### src/hw/rtl/imrot_pkg.sv
// Shared types and constants for the nearest-neighbor frame rotator.
// No dependencies; every other file refers to it by scoped names.
package imrot_pkg;

   // fixed field widths
   localparam int COORD_W    = 8;
   localparam int CHAN_W     = 8;
   localparam int PIX_W      = 3 * CHAN_W;
   localparam int DIM_W      = 9;
   localparam int TRIG_W     = 16;
   localparam int CSR_DATA_W = 16;
   localparam int CSR_IDX_W  = 2;
   localparam int REQ_DATA_W = 2 * COORD_W + PIX_W;

   // doubled center offset and its products with cos/sin
   localparam int OFS_W  = DIM_W + 2;
   localparam int PROD_W = OFS_W + TRIG_W;

   // response queue; holds every query that is in flight
   localparam int RSP_FIFO_DEPTH = 8;
   localparam int RSP_PTR_W      = 3;
   localparam int RSP_CNT_W      = 4;

   // register reset values
   localparam logic signed [TRIG_W-1:0] COS_RESET    = 16'sd16384;
   localparam logic signed [TRIG_W-1:0] SIN_RESET    = 16'sd0;
   localparam logic [DIM_W-1:0]         WIDTH_RESET  = 9'd256;
   localparam logic [DIM_W-1:0]         HEIGHT_RESET = 9'd256;

   typedef enum logic {
      CMD_STORE = 1'b0,
      CMD_QUERY = 1'b1
   } cmd_type;

   typedef enum logic [CSR_IDX_W-1:0] {
      CSR_COS    = 2'd0,
      CSR_SIN    = 2'd1,
      CSR_WIDTH  = 2'd2,
      CSR_HEIGHT = 2'd3
   } csr_index_type;

   typedef logic [PIX_W-1:0] pixel_type;

   // per-beat control that rides along the pipeline
   typedef struct packed {
      logic valid;
      logic query;
      logic in_frame;
   } stage_ctrl_type;

endpackage

### src/hw/rtl/imrot_coord.sv
// Coordinate pipeline: center offsets, rotation products, sums, floor and
// bounds check, and the frame store address for each beat. Uses imrot_pkg.
module imrot_coord #(
   parameter int MAX_WIDTH      = 256,
   parameter int MAX_HEIGHT     = 256,
   parameter int TRIG_FRAC_BITS = 14
) (
   input  logic                                   clock,
   input  logic                                   reset,
   input  logic                                   in_valid,
   input  logic                                   in_query,
   input  logic [imrot_pkg::COORD_W-1:0]          in_col,
   input  logic [imrot_pkg::COORD_W-1:0]          in_row,
   input  imrot_pkg::pixel_type                   in_pixel,
   input  logic signed [imrot_pkg::TRIG_W-1:0]    cos_q14,
   input  logic signed [imrot_pkg::TRIG_W-1:0]    sin_q14,
   input  logic [imrot_pkg::DIM_W-1:0]            image_width,
   input  logic [imrot_pkg::DIM_W-1:0]            image_height,
   output imrot_pkg::stage_ctrl_type              out_ctrl,
   output logic [$clog2(MAX_WIDTH*MAX_HEIGHT)-1:0] out_addr,
   output imrot_pkg::pixel_type                   out_pixel
);

   localparam int AW      = $clog2(MAX_WIDTH * MAX_HEIGHT);
   localparam int XW      = $clog2(MAX_WIDTH);
   localparam int YW      = $clog2(MAX_HEIGHT);
   localparam int DW      = imrot_pkg::DIM_W;
   localparam int OW      = imrot_pkg::OFS_W;
   localparam int PW      = imrot_pkg::PROD_W;
   localparam int SUM_W   = ((TRIG_FRAC_BITS + 9 > 26) ? TRIG_FRAC_BITS + 9 : 26) + 2;
   localparam int FW      = SUM_W - TRIG_FRAC_BITS - 1;
   localparam int WLIM    = (MAX_WIDTH > 511) ? 511 : MAX_WIDTH;
   localparam int HLIM    = (MAX_HEIGHT > 511) ? 511 : MAX_HEIGHT;
   localparam int NCOORD  = 2 ** imrot_pkg::COORD_W;

   // wrap tables for addressing the store: value modulo the store size
   logic [XW-1:0] col_mod [0:NCOORD-1];
   logic [YW-1:0] row_mod [0:NCOORD-1];

   for (genvar gi = 0; gi < NCOORD; gi++) begin : g_wrap
      assign col_mod[gi] = XW'(gi % MAX_WIDTH);
      assign row_mod[gi] = YW'(gi % MAX_HEIGHT);
   end

   // ---------------- stage 1: offsets and fallback address ----------------
   logic [DW-1:0]        wc_in, hc_in;
   logic signed [OW-1:0] dx2_in, dy2_in;
   logic [AW-1:0]        fb_addr_in;

   logic                  s1_valid_ff, s1_query_ff;
   logic [DW-1:0]         s1_wc_ff, s1_hc_ff;
   logic signed [OW-1:0]  s1_dx2_ff, s1_dy2_ff;
   logic [AW-1:0]         s1_fb_ff;
   imrot_pkg::pixel_type  s1_pix_ff;

   always_comb begin
      wc_in = (image_width > DW'(WLIM)) ? DW'(WLIM) : image_width;
      hc_in = (image_height > DW'(HLIM)) ? DW'(HLIM) : image_height;
      dx2_in = $signed({2'b00, in_col, 1'b0}) - $signed({2'b00, wc_in});
      dy2_in = $signed({2'b00, in_row, 1'b0}) - $signed({2'b00, hc_in});
      fb_addr_in = AW'(row_mod[in_row]) * AW'(MAX_WIDTH) + AW'(col_mod[in_col]);
   end

   // ---------------- stage 2: rotation products ----------------
   logic signed [PW-1:0] p_xc_in, p_ys_in, p_yc_in, p_xs_in;

   logic                  s2_valid_ff, s2_query_ff;
   logic [DW-1:0]         s2_wc_ff, s2_hc_ff;
   logic signed [PW-1:0]  s2_p_xc_ff, s2_p_ys_ff, s2_p_yc_ff, s2_p_xs_ff;
   logic [AW-1:0]         s2_fb_ff;
   imrot_pkg::pixel_type  s2_pix_ff;

   always_comb begin
      p_xc_in = PW'(s1_dx2_ff) * PW'(cos_q14);
      p_ys_in = PW'(s1_dy2_ff) * PW'(sin_q14);
      p_yc_in = PW'(s1_dy2_ff) * PW'(cos_q14);
      p_xs_in = PW'(s1_dx2_ff) * PW'(sin_q14);
   end

   // ---------------- stage 3: sums plus center ----------------
   logic signed [SUM_W-1:0] xs_in, ys_in;

   logic                    s3_valid_ff, s3_query_ff;
   logic [DW-1:0]           s3_wc_ff, s3_hc_ff;
   logic signed [SUM_W-1:0] s3_xs_ff, s3_ys_ff;
   logic [AW-1:0]           s3_fb_ff;
   imrot_pkg::pixel_type    s3_pix_ff;

   always_comb begin
      xs_in = SUM_W'(s2_p_xc_ff) + SUM_W'(s2_p_ys_ff)
            + $signed(SUM_W'(s2_wc_ff) << TRIG_FRAC_BITS);
      ys_in = SUM_W'(s2_p_yc_ff) - SUM_W'(s2_p_xs_ff)
            + $signed(SUM_W'(s2_hc_ff) << TRIG_FRAC_BITS);
   end

   // ---------------- stage 4: floor, bounds, address select ----------------
   logic [FW-1:0] fx, fy;
   logic          inside_in;
   logic [AW-1:0] src_addr, addr_in;

   logic                  s4_valid_ff, s4_query_ff, s4_inside_ff;
   logic [AW-1:0]         s4_addr_ff;
   imrot_pkg::pixel_type  s4_pix_ff;

   always_comb begin
      fx = s3_xs_ff[SUM_W-1:TRIG_FRAC_BITS+1];
      fy = s3_ys_ff[SUM_W-1:TRIG_FRAC_BITS+1];
      inside_in = !s3_xs_ff[SUM_W-1] && !s3_ys_ff[SUM_W-1]
                  && (fx < FW'(s3_wc_ff)) && (fy < FW'(s3_hc_ff));
      src_addr = AW'(fy) * AW'(MAX_WIDTH) + AW'(fx);
      addr_in = (s3_query_ff && inside_in) ? src_addr : s3_fb_ff;
   end

   // valid bits
   always_ff @(posedge clock) begin
      if (reset) begin
         s1_valid_ff <= 1'b0;
         s2_valid_ff <= 1'b0;
         s3_valid_ff <= 1'b0;
         s4_valid_ff <= 1'b0;
      end else begin
         s1_valid_ff <= in_valid;
         s2_valid_ff <= s1_valid_ff;
         s3_valid_ff <= s2_valid_ff;
         s4_valid_ff <= s3_valid_ff;
      end
   end

   // payload, no reset
   always_ff @(posedge clock) begin
      s1_query_ff  <= in_query;
      s1_wc_ff     <= wc_in;
      s1_hc_ff     <= hc_in;
      s1_dx2_ff    <= dx2_in;
      s1_dy2_ff    <= dy2_in;
      s1_fb_ff     <= fb_addr_in;
      s1_pix_ff    <= in_pixel;

      s2_query_ff  <= s1_query_ff;
      s2_wc_ff     <= s1_wc_ff;
      s2_hc_ff     <= s1_hc_ff;
      s2_p_xc_ff   <= p_xc_in;
      s2_p_ys_ff   <= p_ys_in;
      s2_p_yc_ff   <= p_yc_in;
      s2_p_xs_ff   <= p_xs_in;
      s2_fb_ff     <= s1_fb_ff;
      s2_pix_ff    <= s1_pix_ff;

      s3_query_ff  <= s2_query_ff;
      s3_wc_ff     <= s2_wc_ff;
      s3_hc_ff     <= s2_hc_ff;
      s3_xs_ff     <= xs_in;
      s3_ys_ff     <= ys_in;
      s3_fb_ff     <= s2_fb_ff;
      s3_pix_ff    <= s2_pix_ff;

      s4_query_ff  <= s3_query_ff;
      s4_inside_ff <= inside_in;
      s4_addr_ff   <= addr_in;
      s4_pix_ff    <= s3_pix_ff;
   end

   assign out_ctrl.valid    = s4_valid_ff;
   assign out_ctrl.query    = s4_query_ff;
   assign out_ctrl.in_frame = s4_inside_ff;
   assign out_addr          = s4_addr_ff;
   assign out_pixel         = s4_pix_ff;

endmodule

### config.mk
export PLATFORM = sky130hd
export DESIGN_NAME = imrot_coord
export DESIGN_NICKNAME = d
export VERILOG_FILES = /design/src/hw/rtl/imrot_pkg.sv /design/src/hw/rtl/imrot_coord.sv
export SDC_FILE = /design/constraint.sdc
export NUM_CORES = 2
export LEC_CHECK = 0
export BUFFER_PORTS_ARGS = -buffer_cell sky130_fd_sc_hd__buf_2
export CORE_MARGIN = 3
export CORE_UTILIZATION = 35
export DETAILED_ROUTE_END_ITERATION = 8
export SKIP_LAST_GASP = 1
export SYNTH_ARGS = -nofsm -noshare
export SYNTH_HDL_FRONTEND = slang
export SYNTH_SLANG_ARGS = --single-unit
### constraint.sdc
create_clock -name clock -period 14.68 [get_ports clock]
set_input_delay 0.734 -clock clock [delete_from_list [all_inputs] [get_ports clock]]
set_output_delay 0.734 -clock clock [all_outputs]
set_load 0.02 [all_outputs]
==> impl_results.md <==
* Gr usage total at 16.0%
* I/O pin count at 137
* CTS buffer count at 39
* Yosys warning count at 0
* Max Fclk at 147 MHz
* Clk Latency, worst-skew pair at 0.57 ns
* # fillers at 9876
* Status: finished clean
* Chip width at 321 um
* Post-CTS Setup Bufs at 0
* Max-cap violations at 0
* Synth area leaders: fa_1, dfxtp_1, ha_1
* Initial antenna violation count at 7
* Syn Area/Cell at 9.58 sq um
* Clk buf depth at 3
* DR WL met2 at 35.5 mm
* Top cell type's share of synthesized area at 32.3%
* Routability cong. at 0.821
* Crit path arrival time at 7.24 ns
* Wirelength, routed at 80.2 mm
* CTS tree: built
* Final worst path period share at 46.2%
* Root buffer cell: clkbuf_16
* Primary FF master, synth: dfxtp_1
* Wl on met1 at 37.1 mm
* Synth area leader: fa_1
* Hold path start: in_pixel[9]
* RSZ-0062 raised after global routing: no
* DR top layer: met5
* Worst Path Class, Setup: reg -> reg
* Antenna-violating nets left at 0
* Hold Fails Final Rpt at 0
* # setup viols final at 0
* Post-synth cell types at 67
* Syn nets at 4634
* Die footprint at 103000 sq um
* First-pass DRT Iterations at 5
* Synth cell count leaders: inv_1, fa_1, nand2_1, dfxtp_1, ha_1
* Routed via count at 23300
* Cts hold-fix bufs at 0
* Min-delay worst type: in -> reg
* Final Slew Violations at 0
* Post-CTS Resized at 0
* Critical Path RT at 15.14 ns
* Crit Reg-Reg Startpoint: s1_dy2_ff[9]
* DP HPWL at 63.3 mm
* Worst-margin pin slew at 1.06 ns
* Synth async-reset ratio at 0%
* Register bit total from synthesis at 371
* Vias in the first global route at 24100
* Initial DRC Count at 1052
* Layout Skew at 0.0178 ns
* Layout cells sized above 1 at 6.88%
* Post-synth EDFFs at 0
* Core ar. at 98400 sq um
* Min Tclk post-route at 6.79 ns
* Slew HR at 28.7%
* Sequential Area at 7430 sq um
* Area of the multi-input gates at 23700 sq um
* CP startpoint: s1_dy2_ff[9]
* Met3 wire len at 4.85 mm
* DRC at 0
* Die height at 321 um
* CTS Sinks at 371
* Number of I/O port buffers at 136
* Syn Std Cell Area at 34800 sq um
* # nets final at 4699
* Starting Density at 35.3%
* Global-route wire length before repair at 130 mm
* Overflow after GRT at 0
* Seq/Total Area, Yosys at 21.4%
* WL/cell at 16.0 um
* Vias per cell at 4.64
* Rows at 115
* CP max FO at 26
* Setup crit start kind: flip-flop
* Cells after Synth at 3632
* Worst-path clk slew at 0.06 ns
* Nature of the critical path endpoint: flip-flop
* Largest net degree at the start of global routing at 34
* Htree depth at 2
* Setup TNS at 0 ns
* Area growth syn-to-layout at 9.16%
* Most frequent cell after synthesis: inv_1
## worst paths after layout
path,to,slack (ns),cells past startpoint
min,s1_pix_ff[9],0.27,1
max,s2_p_yc_ff[25],7.89,19
min reg2reg,s2_wc_ff[3],0.32,0
max reg2reg,s2_p_yc_ff[25],7.89,19
## state kept, by name (all words and copies together) (netlist names), 16 cells and up
| register | count |
|---|---|
| s1_fb_ff | 16 |
| s2_p_xs_ff | 26 |
| s2_pix_ff | 24 |
| s2_fb_ff | 16 |
| s2_p_ys_ff | 26 |
| s2_p_yc_ff | 26 |
| s3_pix_ff | 24 |
| s1_pix_ff | 24 |
| out_pixel | 24 |
| s3_fb_ff | 16 |
| s2_p_xc_ff | 26 |
| out_addr | 16 |
## cell type report
class / instances / area share [%]
antenna: 5 / 0.0330
clock buffer: 50 / 2.81
clock inverter: 16 / 0.498
inverter: 841 / 8.31
multi-input combinational: 2292 / 62.4
sequential: 371 / 19.6
tap: 1287 / 4.24
timing repair buffer: 152 / 2.11
## kinds of logic after synthesis
| kind of cell | after synthesis | synth area share, % |
|---|---|---|
| AOI/OAI and AO/OA | 320 | 6.36 |
| xor gates and xnor gates | 177 | 4.46 |
| adders and majority gates | 908 | 44.8 |
| buffers and inverters | 969 | 10.5 |
| DFF | 371 | 21.4 |
| muxes | 16 | 0.611 |
| and+or+nand+nor | 871 | 11.9 |
## layer usage
layer	vias to the layer above	global-route usage [%]
li1	11000	-
met1	11600	22.4
met2	535	25.2
met3	109	2.51
met4	2	5.49
met5	-	0
## worst max-delay path, stage by stage, from the launching register on
cell      delay, ns
dfxtp_1        0.64
clkinv_1       0.99
nor2_1         0.38
fa_1           0.48
fa_1           0.51
fa_1           0.43
fa_1           0.50
inv_1          0.05
fa_1           0.48
inv_1          0.04
ha_1           0.32
a211o_1        0.30
o22a_1         0.20
a31oi_2        0.29
o311ai_1       0.14
a21o_1         0.22
a21o_1         0.20
a211oi_2       0.24
a21oi_1        0.12
xnor2_1        0.13
## stage by stage
| stage | utilization, % | setup WS, ns | hold WS, ns | instances | cell area, sq um |
|---|---|---|---|---|---|
| 2_1_floorplan | - | 8.67 | 0.310 | 3632 | 34800 |
| 3_3_place_gp | 37.3 | 8.08 | 0.310 | 4943 | 36700 |
| 3_5_place_dp | 37.3 | 7.93 | 0.312 | 4943 | 36700 |
| 4_1_cts | 38.6 | 7.93 | 0.233 | 5009 | 38000 |
| 5_1_grt | 38.6 | 7.57 | 0.240 | 5010 | 38000 |
| 6_report | 38.6 | 7.89 | 0.271 | 5014 | 38000 |
## cell usage in the layout, fill, tap and decap left out, types with 6 or more instances in the layout
master     count
buf_2        136
and2_1       228
o21bai_1      24
a31oi_1        6
and3_1        10
o21a_1        25
nand3_1       19
ha_1         347
xor2_1        40
mux2_4         9
nand4_1        6
clkbuf_1       6
a21oi_1       89
a211o_1        7
o21ai_1        8
a21o_1        71
buf_4         16
clkbuf_16     39
o21ai_0       30
xnor2_1      137
nor2_1       102
nand2b_1      32
nor3_1        21
nor2b_1       21
dfxtp_1      367
mux2_2         6
fa_1         561
inv_1        838
nand2_1      408
Power is left out: the tool's default activity adds up to more than one toggle a clock period on the data nets, which glitch-free logic cannot reach.
