**src/hw/rtl/imrot_pkg.sv**
```systemverilog
// Shared types and constants for the nearest-neighbor frame rotator.
// No dependencies; every other file refers to it by scoped names.
package imrot_pkg;

   // fixed field widths
   localparam int COORD_W    = 8;
   localparam int CHAN_W     = 8;
   localparam int PIX_W      = 3 * CHAN_W;
   localparam int DIM_W      = 9;
   localparam int TRIG_W     = 16;
   localparam int CSR_DATA_W = 16;
   localparam int CSR_IDX_W  = 2;
   localparam int REQ_DATA_W = 2 * COORD_W + PIX_W;

   // doubled center offset and its products with cos/sin
   localparam int OFS_W  = DIM_W + 2;
   localparam int PROD_W = OFS_W + TRIG_W;

   // response queue; holds every query that is in flight
   localparam int RSP_FIFO_DEPTH = 8;
   localparam int RSP_PTR_W      = 3;
   localparam int RSP_CNT_W      = 4;

   // register reset values
   localparam logic signed [TRIG_W-1:0] COS_RESET    = 16'sd16384;
   localparam logic signed [TRIG_W-1:0] SIN_RESET    = 16'sd0;
   localparam logic [DIM_W-1:0]         WIDTH_RESET  = 9'd256;
   localparam logic [DIM_W-1:0]         HEIGHT_RESET = 9'd256;

   typedef enum logic {
      CMD_STORE = 1'b0,
      CMD_QUERY = 1'b1
   } cmd_type;

   typedef enum logic [CSR_IDX_W-1:0] {
      CSR_COS    = 2'd0,
      CSR_SIN    = 2'd1,
      CSR_WIDTH  = 2'd2,
      CSR_HEIGHT = 2'd3
   } csr_index_type;

   typedef logic [PIX_W-1:0] pixel_type;

   // per-beat control that rides along the pipeline
   typedef struct packed {
      logic valid;
      logic query;
      logic in_frame;
   } stage_ctrl_type;

endpackage

```
**src/hw/rtl/imrot_rsp_fifo.sv**
```systemverilog
// Response queue between the frame store read and the rsp_ channel.
// Sized by imrot_pkg::RSP_FIFO_DEPTH; the top level never overfills it.
module imrot_rsp_fifo (
   input  logic                 clock,
   input  logic                 reset,
   input  logic                 push,
   input  imrot_pkg::pixel_type push_pixel,
   input  logic                 push_inside,
   input  logic                 pop,
   output logic                 not_empty,
   output imrot_pkg::pixel_type head_pixel,
   output logic                 head_inside
);

   localparam int DEPTH = imrot_pkg::RSP_FIFO_DEPTH;
   localparam int PTR_W = imrot_pkg::RSP_PTR_W;
   localparam int CNT_W = imrot_pkg::RSP_CNT_W;

   logic [imrot_pkg::PIX_W:0] entry_ff [0:DEPTH-1];
   logic [PTR_W-1:0]          wr_ptr_ff, wr_ptr_in;
   logic [PTR_W-1:0]          rd_ptr_ff, rd_ptr_in;
   logic [CNT_W-1:0]          count_ff, count_in;

   // pointer and count update
   always_comb begin
      wr_ptr_in = push ? wr_ptr_ff + PTR_W'(1) : wr_ptr_ff;
      rd_ptr_in = pop ? rd_ptr_ff + PTR_W'(1) : rd_ptr_ff;
      unique case ({push, pop})
         2'b10:   count_in = count_ff + CNT_W'(1);
         2'b01:   count_in = count_ff - CNT_W'(1);
         default: count_in = count_ff;
      endcase
   end

   always_ff @(posedge clock) begin
      if (reset) begin
         wr_ptr_ff <= '0;
         rd_ptr_ff <= '0;
         count_ff  <= '0;
      end else begin
         wr_ptr_ff <= wr_ptr_in;
         rd_ptr_ff <= rd_ptr_in;
         count_ff  <= count_in;
      end
   end

   // storage
   always_ff @(posedge clock) begin
      if (push) begin
         entry_ff[wr_ptr_ff] <= {push_inside, push_pixel};
      end
   end

   assign not_empty   = (count_ff != '0);
   assign head_pixel  = entry_ff[rd_ptr_ff][imrot_pkg::PIX_W-1:0];
   assign head_inside = entry_ff[rd_ptr_ff][imrot_pkg::PIX_W];

endmodule

```
**config.mk**
```make
export PLATFORM = sky130hd
export DESIGN_NAME = imrot_rsp_fifo
export DESIGN_NICKNAME = d
export VERILOG_FILES = /design/src/hw/rtl/imrot_pkg.sv /design/src/hw/rtl/imrot_rsp_fifo.sv
export SDC_FILE = /design/constraint.sdc
export NUM_CORES = 1
export LEC_CHECK = 0
export BUFFER_PORTS_ARGS = -buffer_cell sky130_fd_sc_hd__buf_2
export CORE_UTILIZATION = 60
export DETAILED_ROUTE_END_ITERATION = 8
export GPL_TIMING_DRIVEN = 0
export PLACE_DENSITY_LB_ADDON = 0.25
export SYNTH_ARGS = -nofsm -noshare
export SYNTH_HDL_FRONTEND = slang
export SYNTH_SLANG_ARGS = --single-unit
```
**constraint.sdc**
```tcl
create_clock -name clock -period 4.25 [get_ports clock]
set_input_delay 0.85 -clock clock [delete_from_list [all_inputs] [get_ports clock]]
set_output_delay 0.85 -clock clock [all_outputs]
set_load 0.1 [all_outputs]
```
==> results of run 1 <==
## worst paths after layout
path	slack, ns	cells after the start	end
worst max-delay path	0.77	5	head_pixel[11]
worst min-delay path	0.54	2	rd_ptr_ff[2]
worst max register to register	2.16	4	entry_ff[0][12]
worst min register to register	0.54	2	rd_ptr_ff[2]
## where the power goes
| part | switching (mW) | internal [mW] | total (mW) |
|---|---|---|---|
| sequential | 0.0235 | 2.36 | 2.38 |
| combinational | 0.500 | 0.190 | 0.690 |
| clock | 0.757 | 1.15 | 1.91 |
## flip-flops by register name, summed over array words and instances (netlist names), named ones only
| register | cells |
|---|---|
| count_ff | 4 |
| entry_ff | 200 |
| rd_ptr_ff | 3 |
| wr_ptr_ff | 3 |
## synthesized netlist by cell type, drive strengths merged (5+ instances only)
master	n
edfxtp	200
mux4	50
mux2	27
nor2	16
buf	14
dfxtp	13
ha	5
nand2	5
xor2	5
## routing by layer
metal	part of all wire (%)	vias to the layer above	GRT usage (%)
met2	52	80	38.0
met5	0	-	0
li1	-	1708	-
met4	2.3	0	7.11
met1	43	2041	29.7
met3	3.5	23	3.56
## kinds of logic (layout without fill, tap and decap cells)
family	after synthesis	in the layout	share of synthesized area (%)
xor+xnor	7	7	0.736
mux	80	80	19.8
buf+inv	18	116	1.37
simple gates	31	31	1.70
flops	213	213	75.3
other cells	0	1	0
fa+ha+maj	5	5	0.751
compound gates	5	5	0.391
## worst register-to-register path: stages, from the launching register on
cell	delay [ns]
dfxtp_1	0.33
nand2b_1	0.30
nor3_2	0.72
buf_6	0.27
buf_6	0.18
## area by class of cell
class,instances,area [um^2],area share (%)
sequential,213,6270,64.9
multi-input combinational,128,2000,20.7
clock buffer,28,614,6.36
timing repair buffer,58,319,3.30
tap,176,220,2.28
clock inverter,12,118,1.22
buffer,17,110,1.14
inverter,1,3.75,0.0389
antenna,1,2.50,0.0259
## through the flow
| stage | instances | setup WS, ns | power (mW) |
|---|---|---|---|
| floorplan | 359 | 1.13 | 2.97 |
| global route | 634 | 0.664 | 5.11 |
| global placement | 589 | -0.557 | 3.09 |
| detailed placement | 593 | 1.31 | 3.12 |
| finish | 634 | 0.768 | 4.98 |
| CTS | 633 | 0.748 | 5.01 |
==> flow_summary.ini, run 1 <==
[status]
outcome = finished clean

[cts]
clk_transition_reported_paths_ns = 0.06
cts_buffer_depth = 3
cts_resized = 0
clockRootBuffer = clkbuf_16
ctsHoldBuffers = 0
cts_tree = yes
h-tree-depth = 1
cts-buffers-inserted = 22
cts_setup_buffers = 0
cts_num_sinks = 213
insertion_delay_ns = 0.50

[route]
drtPass1Iterations = 4
final_antenna_net_count = 0
wl_per_cell_um = 23.9
wl_um = 15100
drt_iter0_drc = 263
via_per_inst = 6.08
routed-via-count = 3852
drc = 0

[floorplanning]
rows = 42
initial_core_util_pct = 62.1
die_w_um = 120
core_um2 = 13400
ios = 55
die_area_um2 = 14400
die_height_um = 120

[timing]
setup_viol = 0
hold_viol_final = 0
fin_setup_tns_ns = 0
worst_pin_slew_ns = 0.949
slew_headroom_pct = 36.6
period_share_pct = 81.9
fin_skew_ns = 0.00824
fmax_mhz = 287
report.final.slew_viol_count = 0
rsz0062_at_grt = no
whs_ns = 0.537
period_minus_slack_ns = 3.48

[setup_path]
crit_required_ns = 3.40
cp_common_cell = buf_1
start_kind = flip-flop
crit_slowest_cell = buf_1
r2r-start = wr_ptr_ff[2]
cp_top_family = buffers and inverters
crit_chain = buf_1, buf_1, mux4_1, mux2_2, buf_2
end_kind = output pin
cp_max_fo = 10
crit_buf_inv = 3
critical_path_arrival_ns = 2.63
criticalPathCategory = reg2out
cpPeakStageDelay_ns = 0.60

[grt]
grt_use_total_pct = 22.3
grt_max_degree = 26
grt_pass1_vias = 4083
antenna_found_initial = 1
overflow = 0
grt_pass1_wl_um = 22900

[finish]
final_area_um2 = 9650
nNetsFinal = 475
finalCoreUtilization_pct = 72.0
drive_gt1_share_pct = 29.8
final_common_cell = edfxtp_1
final_cell_mix = edfxtp_1, buf_2, mux4_1
area_growth_pct = 16.0
nFillCells = 783

[logic_synthesis]
syn_nets = 393
synthArstFlopShare_pct = 0
synth_top_area_share_pct = 72.1
yosys_register_bits = 213
synth_area_leader_cell = edfxtp_1
synth_area_um2 = 8330
synth_seq_area_share_pct = 75.3
synth_edf_count = 200
syn_inst = 359
ys.flop_type = edfxtp_1
yosys_warnings = 0
yosys-top-cells-area = edfxtp_1, mux4_1, mux2_2, dfxtp_1, buf_6
synth_cell_types = 25
synth_area_per_cell_um2 = 23.2

[placement]
post_dp_cell_area_um2 = 8920
globalplace.congestion = 0.702
port-buffer-count = 54
dp_hpwl_um = 8710

[worst_hold_path]
hp-class = reg2reg
hold_start = rd_ptr_ff[2]

[power]
p_leak_nw = 3.28
p_per_area_nw_per_um2 = 515
max-vdd-ir-drop_v = 0.000436

[job]
cap_viol_max_count = 0
Note: power is estimated with default switching activity, not from simulation.
==> run 2: changes to the inputs <==
ABC_AREA = 1   (was not set)
CORE_UTILIZATION = 54   (was 60)
clock period = 3.1 ns   (was 4.25 ns; I/O delays follow)
==> flow_summary.ini, run 2 <==
[route]
wl_um = 17900
drc = 0
wl_per_cell_um = 19.4
routed-via-count = 5261
via_per_inst = 5.68
drt_iter0_drc = 492
drtPass1Iterations = 5
final_antenna_net_count = 0

[setup_path]
end_kind = output pin
r2r-start = wr_ptr_ff[0]
start_kind = flip-flop
cp_common_cell = nand2_1
timing.rr.end = entry_ff[0][11]
criticalPathCategory = reg2out
crit_buf_inv = 3
crit_chain = buf_6, clkbuf_2, o21ai_0, o21ai_1, nand2_1, nand2_1, buf_2
worstSetupPathDepth = 7
cp_max_fo = 10
crit_required_ns = 2.48
critical_path_arrival_ns = 2.31
crit_slowest_cell = buf_2
rr_worst_depth = 2
cpPeakStageDelay_ns = 0.42
r2r_slack_ns = 1.20
cp_top_family = buffers and inverters

[logic_synthesis]
synth_top_area_share_pct = 71.2
yosysMostFrequentCell = edfxtp_1
synth_area_leader_cell = edfxtp_1
synth_edf_count = 200
synth_area_um2 = 8440
syn_inst = 650
synth_cell_types = 25
synthTopCellsByCount = edfxtp_1, nor2_1, nand2_1, o21ai_0
yosys_register_bits = 213
syn_nets = 684
synth_seq_area_share_pct = 74.3
ys.flop_type = edfxtp_1
synth_area_per_cell_um2 = 13.0
yosys-top-cells-area = edfxtp_1, nor2_1, o21ai_0, nand2_1, dfxtp_1
yosys_warnings = 0
synthArstFlopShare_pct = 0

[placement]
pre_cts_slack_ns = 0.682
globalplace.congestion = 0.789
dp_hpwl_um = 10600
port-buffer-count = 54

[timing]
period_minus_slack_ns = 2.93
fin_skew_ns = 0.0171
setup_viol = 0
slew_headroom_pct = 34.8
fmax_mhz = 342
rsz0062_at_grt = no
whs_ns = 0.385
hold_viol_final = 0
worst_pin_slew_ns = 0.976
period_share_pct = 94.4
setup_ws_ns = 0.174
report.final.slew_viol_count = 0
fin_setup_tns_ns = 0

[floorplanning]
rows = 45
core_um2 = 15200
die_w_um = 127
initial_core_util_pct = 55.5
die_area_um2 = 16100
ios = 55
die_height_um = 127

[cts]
clk_transition_reported_paths_ns = 0.06
ctsHoldBuffers = 0
cts_buffer_depth = 3
cts-buffers-inserted = 21
cts_resized = 0
clockRootBuffer = clkbuf_16
cts_tree = yes
insertion_delay_ns = 0.50
cts_setup_buffers = 0
h-tree-depth = 1
cts_num_sinks = 213

[worst_hold_path]
hold_start = push_pixel[21]
hp-class = in2reg
timing.hold.worst_endpoint = entry_ff[0][21]
hold_depth = 1

[finish]
finalCoreUtilization_pct = 63.3
antenna_cells = 0
nNetsFinal = 761
final_cell_mix = edfxtp_1, nor2_1, nand2_1
drive_gt1_share_pct = 16.4
largest_register_ff_count = 200
top_register = entry_ff
area_growth_pct = 14.0
final_common_cell = edfxtp_1
reg_top3 = entry_ff: 200 flops, count_ff: 4 flops

[power]
p_leak_nw = 3.44
totalPowerFinal_mw = 6.60
max-vdd-ir-drop_v = 0.000390
p_per_area_nw_per_um2 = 687

[job]
cap_viol_max_count = 0

[grt]
grt_pass1_wl_um = 28300
grt_max_degree = 26
grt_use_total_pct = 23.2
grt_pass1_vias = 5299
antenna_found_initial = 0
overflow = 0

[status]
outcome = finished clean
-- run 2: final cells by class --
type	count	area [um^2]
tap	188	235
clock inverter	4	16.3
fill	1143	5580
sequential	213	6270
multi-input combinational	385	1950
buffer	36	226
inverter	16	60.1
clock buffer	30	599
timing repair buffer	54	270
-- run 2: worst max-delay path by stage --
stage | startpoint | endpoint | slack [ns]
floorplan | push | entry_ff[0][0] | 0.61
global placement | push | entry_ff[0][16] | -0.53
detailed placement | push | entry_ff[0][16] | 0.68
CTS | flip-flop | head_pixel[5] | 0.18
global route | flip-flop | head_pixel[12] | 0.01
finish | flip-flop | head_pixel[3] | 0.17
-- run 2: metal layers --
layer | global-route usage [%] | vias to the layer above | wire [um]
li1 | - | 2481 | -
met1 | 31.0 | 2584 | 7560
met2 | 39.9 | 163 | 9010
met3 | 3.02 | 33 | 1020
met4 | 7.21 | 0 | 334
met5 | 0 | - | 0
-- run 2: power by group --
| part | internal, mW | switching, mW | leakage [nW] |
|---|---|---|---|
| clock | 1.33 | 0.983 | 0.302 |
| combinational | 0.223 | 0.826 | 1.21 |
| sequential | 3.22 | 0.0233 | 1.92 |
| total | 4.77 | 1.83 | 3.44 |
-- run 2: cell families after synthesis --
kind of cell    Yosys count  share of synthesized area, %
compound gates          137                          8.59
flops                   213                          74.3
mux                      25                          2.97
simple gates            215                          9.74
fa+ha+maj                 5                         0.741
buf+inv                  52                          3.40
xor+xnor                  3                         0.311
-- run 2: per-stage QoR --
step	cell area (um^2)	instances
detailed placement	9000	892
floorplan	8440	650
global placement	8940	892
finish	9620	926
CTS	9620	926
global route	9620	926
==> run 3: changes to the inputs <==
CORE_UTILIZATION = 28   (was 54)
SETUP_SLACK_MARGIN = 0.4   (was not set)
SLEW_MARGIN = 25   (was not set)
==> flow_summary.ini, run 3 (synthesized netlist as in run 2, its figures left out) <==
[power]
combPwrFrac_pct = 16.7
p_leak_nw = 3.67
max-vdd-ir-drop_v = 0.000351
power.internal_mw = 5.08
sw_frac_of_total_pct = 27.9
pwr-share-clk_pct = 37.3
p_per_area_nw_per_um2 = 676
seqPwrFrac_pct = 46.0
p_switching_mw = 1.97
totalPowerFinal_mw = 7.05

[cts]
h-tree-depth = 1
insertion_delay_ns = 0.51
cts-buffers-inserted = 24
clk_transition_reported_paths_ns = 0.06
clockRootBuffer = clkbuf_16
cts_buffer_depth = 3
cts_num_sinks = 213
cts_tree = yes
cts_setup_buffers = 0

[status]
outcome = finished clean

[timing]
report.final.slew_viol_count = 0
whs_ns = 0.373
rsz0062_at_grt = yes
fmax_mhz = 386
fin_skew_ns = 0.00814
slew_headroom_pct = 60.4
fin_setup_tns_ns = 0
worst_pin_slew_ns = 0.593
hold_viol_final = 0
setup_viol = 0
setup_ws_ns = 0.508
period_share_pct = 83.6
period_minus_slack_ns = 2.59

[finish]
final_area_um2 = 10400
top_register = entry_ff
area_growth_pct = 23.5
nFillCells = 2959
reg_top3 = entry_ff: 200 flops, count_ff: 4 flops
finalCoreUtilization_pct = 35.2
final_common_cell = edfxtp_1
final_cell_mix = edfxtp_1, nor2_1, nand2_1
finalNonFillerCells = 1146
largest_register_ff_count = 200
drive_gt1_share_pct = 19.1
nNetsFinal = 772

[floorplanning]
die_height_um = 176
rows = 63
die_w_um = 176
die_area_um2 = 30800
ios = 55
initial_core_util_pct = 28.5
core_um2 = 29600

[placement]
post_dp_cell_area_um2 = 9460
numPlacedInstances = 1102
pre_cts_slack_ns = 0.741
dp_hpwl_um = 12700
port-buffer-count = 54
globalplace.congestion = 0.738

[setup_path]
cp_max_fo = 10
start_kind = flip-flop
criticalPathCategory = reg2out
end_kind = output pin
crit_required_ns = 2.48
critical_path_arrival_ns = 1.97

[route]
drtPass1Iterations = 4
final_antenna_net_count = 0
wl_per_cell_um = 17.4
wl_um = 19900
via_per_inst = 4.56
drc = 0
drt_iter0_drc = 326
routed-via-count = 5231

[grt]
grt_max_degree = 20
overflow = 0
antenna_found_initial = 1
grt_pass1_vias = 5128
grt_pass1_wl_um = 30300
grt_use_total_pct = 13.1

[worst_hold_path]
hp-class = in2reg

[job]
cap_viol_max_count = 0
## run 3: power groups by stage
| stage | Clock (mW) | Combinational, mW | Sequential, mW |
|---|---|---|---|
| 4_1_cts | 2.70 | 1.13 | 3.24 |
| 6_report | 2.63 | 1.18 | 3.24 |
| 5_1_grt | 2.81 | 1.26 | 3.25 |
| 2_1_floorplan | 0 | 0.798 | 3.30 |
| 3_5_place_dp | 0 | 1.09 | 3.30 |
| 3_3_place_gp | 0 | 1.05 | 3.30 |
## run 3: layout make-up
type	count	area [um^2]	share of cell area, %
clock inverters	10	48.8	0.468
clock buffers	33	686	6.58
well taps	390	488	4.68
inverters	16	60.1	0.576
diodes	1	2.50	0.0240
repair buffers	62	652	6.25
flip-flops and latches	213	6270	60.1
multi-input cells	385	1950	18.7
plain buffers	36	277	2.65
## run 3: final timing paths
path,startpoint,endpoint,slack [ns],cells after the start
worst max-delay path,flip-flop,head_pixel[23],0.51,8
worst min-delay path,reset,count_ff[2],0.37,4
worst max register to register,wr_ptr_ff[0],entry_ff[6][13],1.39,3
worst min register to register,rd_ptr_ff[1],flip-flop,0.50,2
## run 3: critical path, stage by stage, from the launching register on
cell and delay (ns):
dfxtp_1 0.32, inv_1 0.08, buf_4 0.20, buf_4 0.22
nor2_1 0.06, o21ai_1 0.17, nand2_1 0.08, nand2_1 0.10
buf_6 0.23
## run 3: repair_timing
item | CTS | global route
setup endpoints to repair | 25 | 25
pin swaps | 0 | 0
hold buffers | 0 | 0
resized for setup | 32 | 53
## run 3: metal layers
layer | part of all wire (%) | track usage [%]
met3 | 5.0 | 2.10
met1 | 46 | 18.3
met5 | 0 | 0
met4 | 2.5 | 4.20
met2 | 46 | 20.8
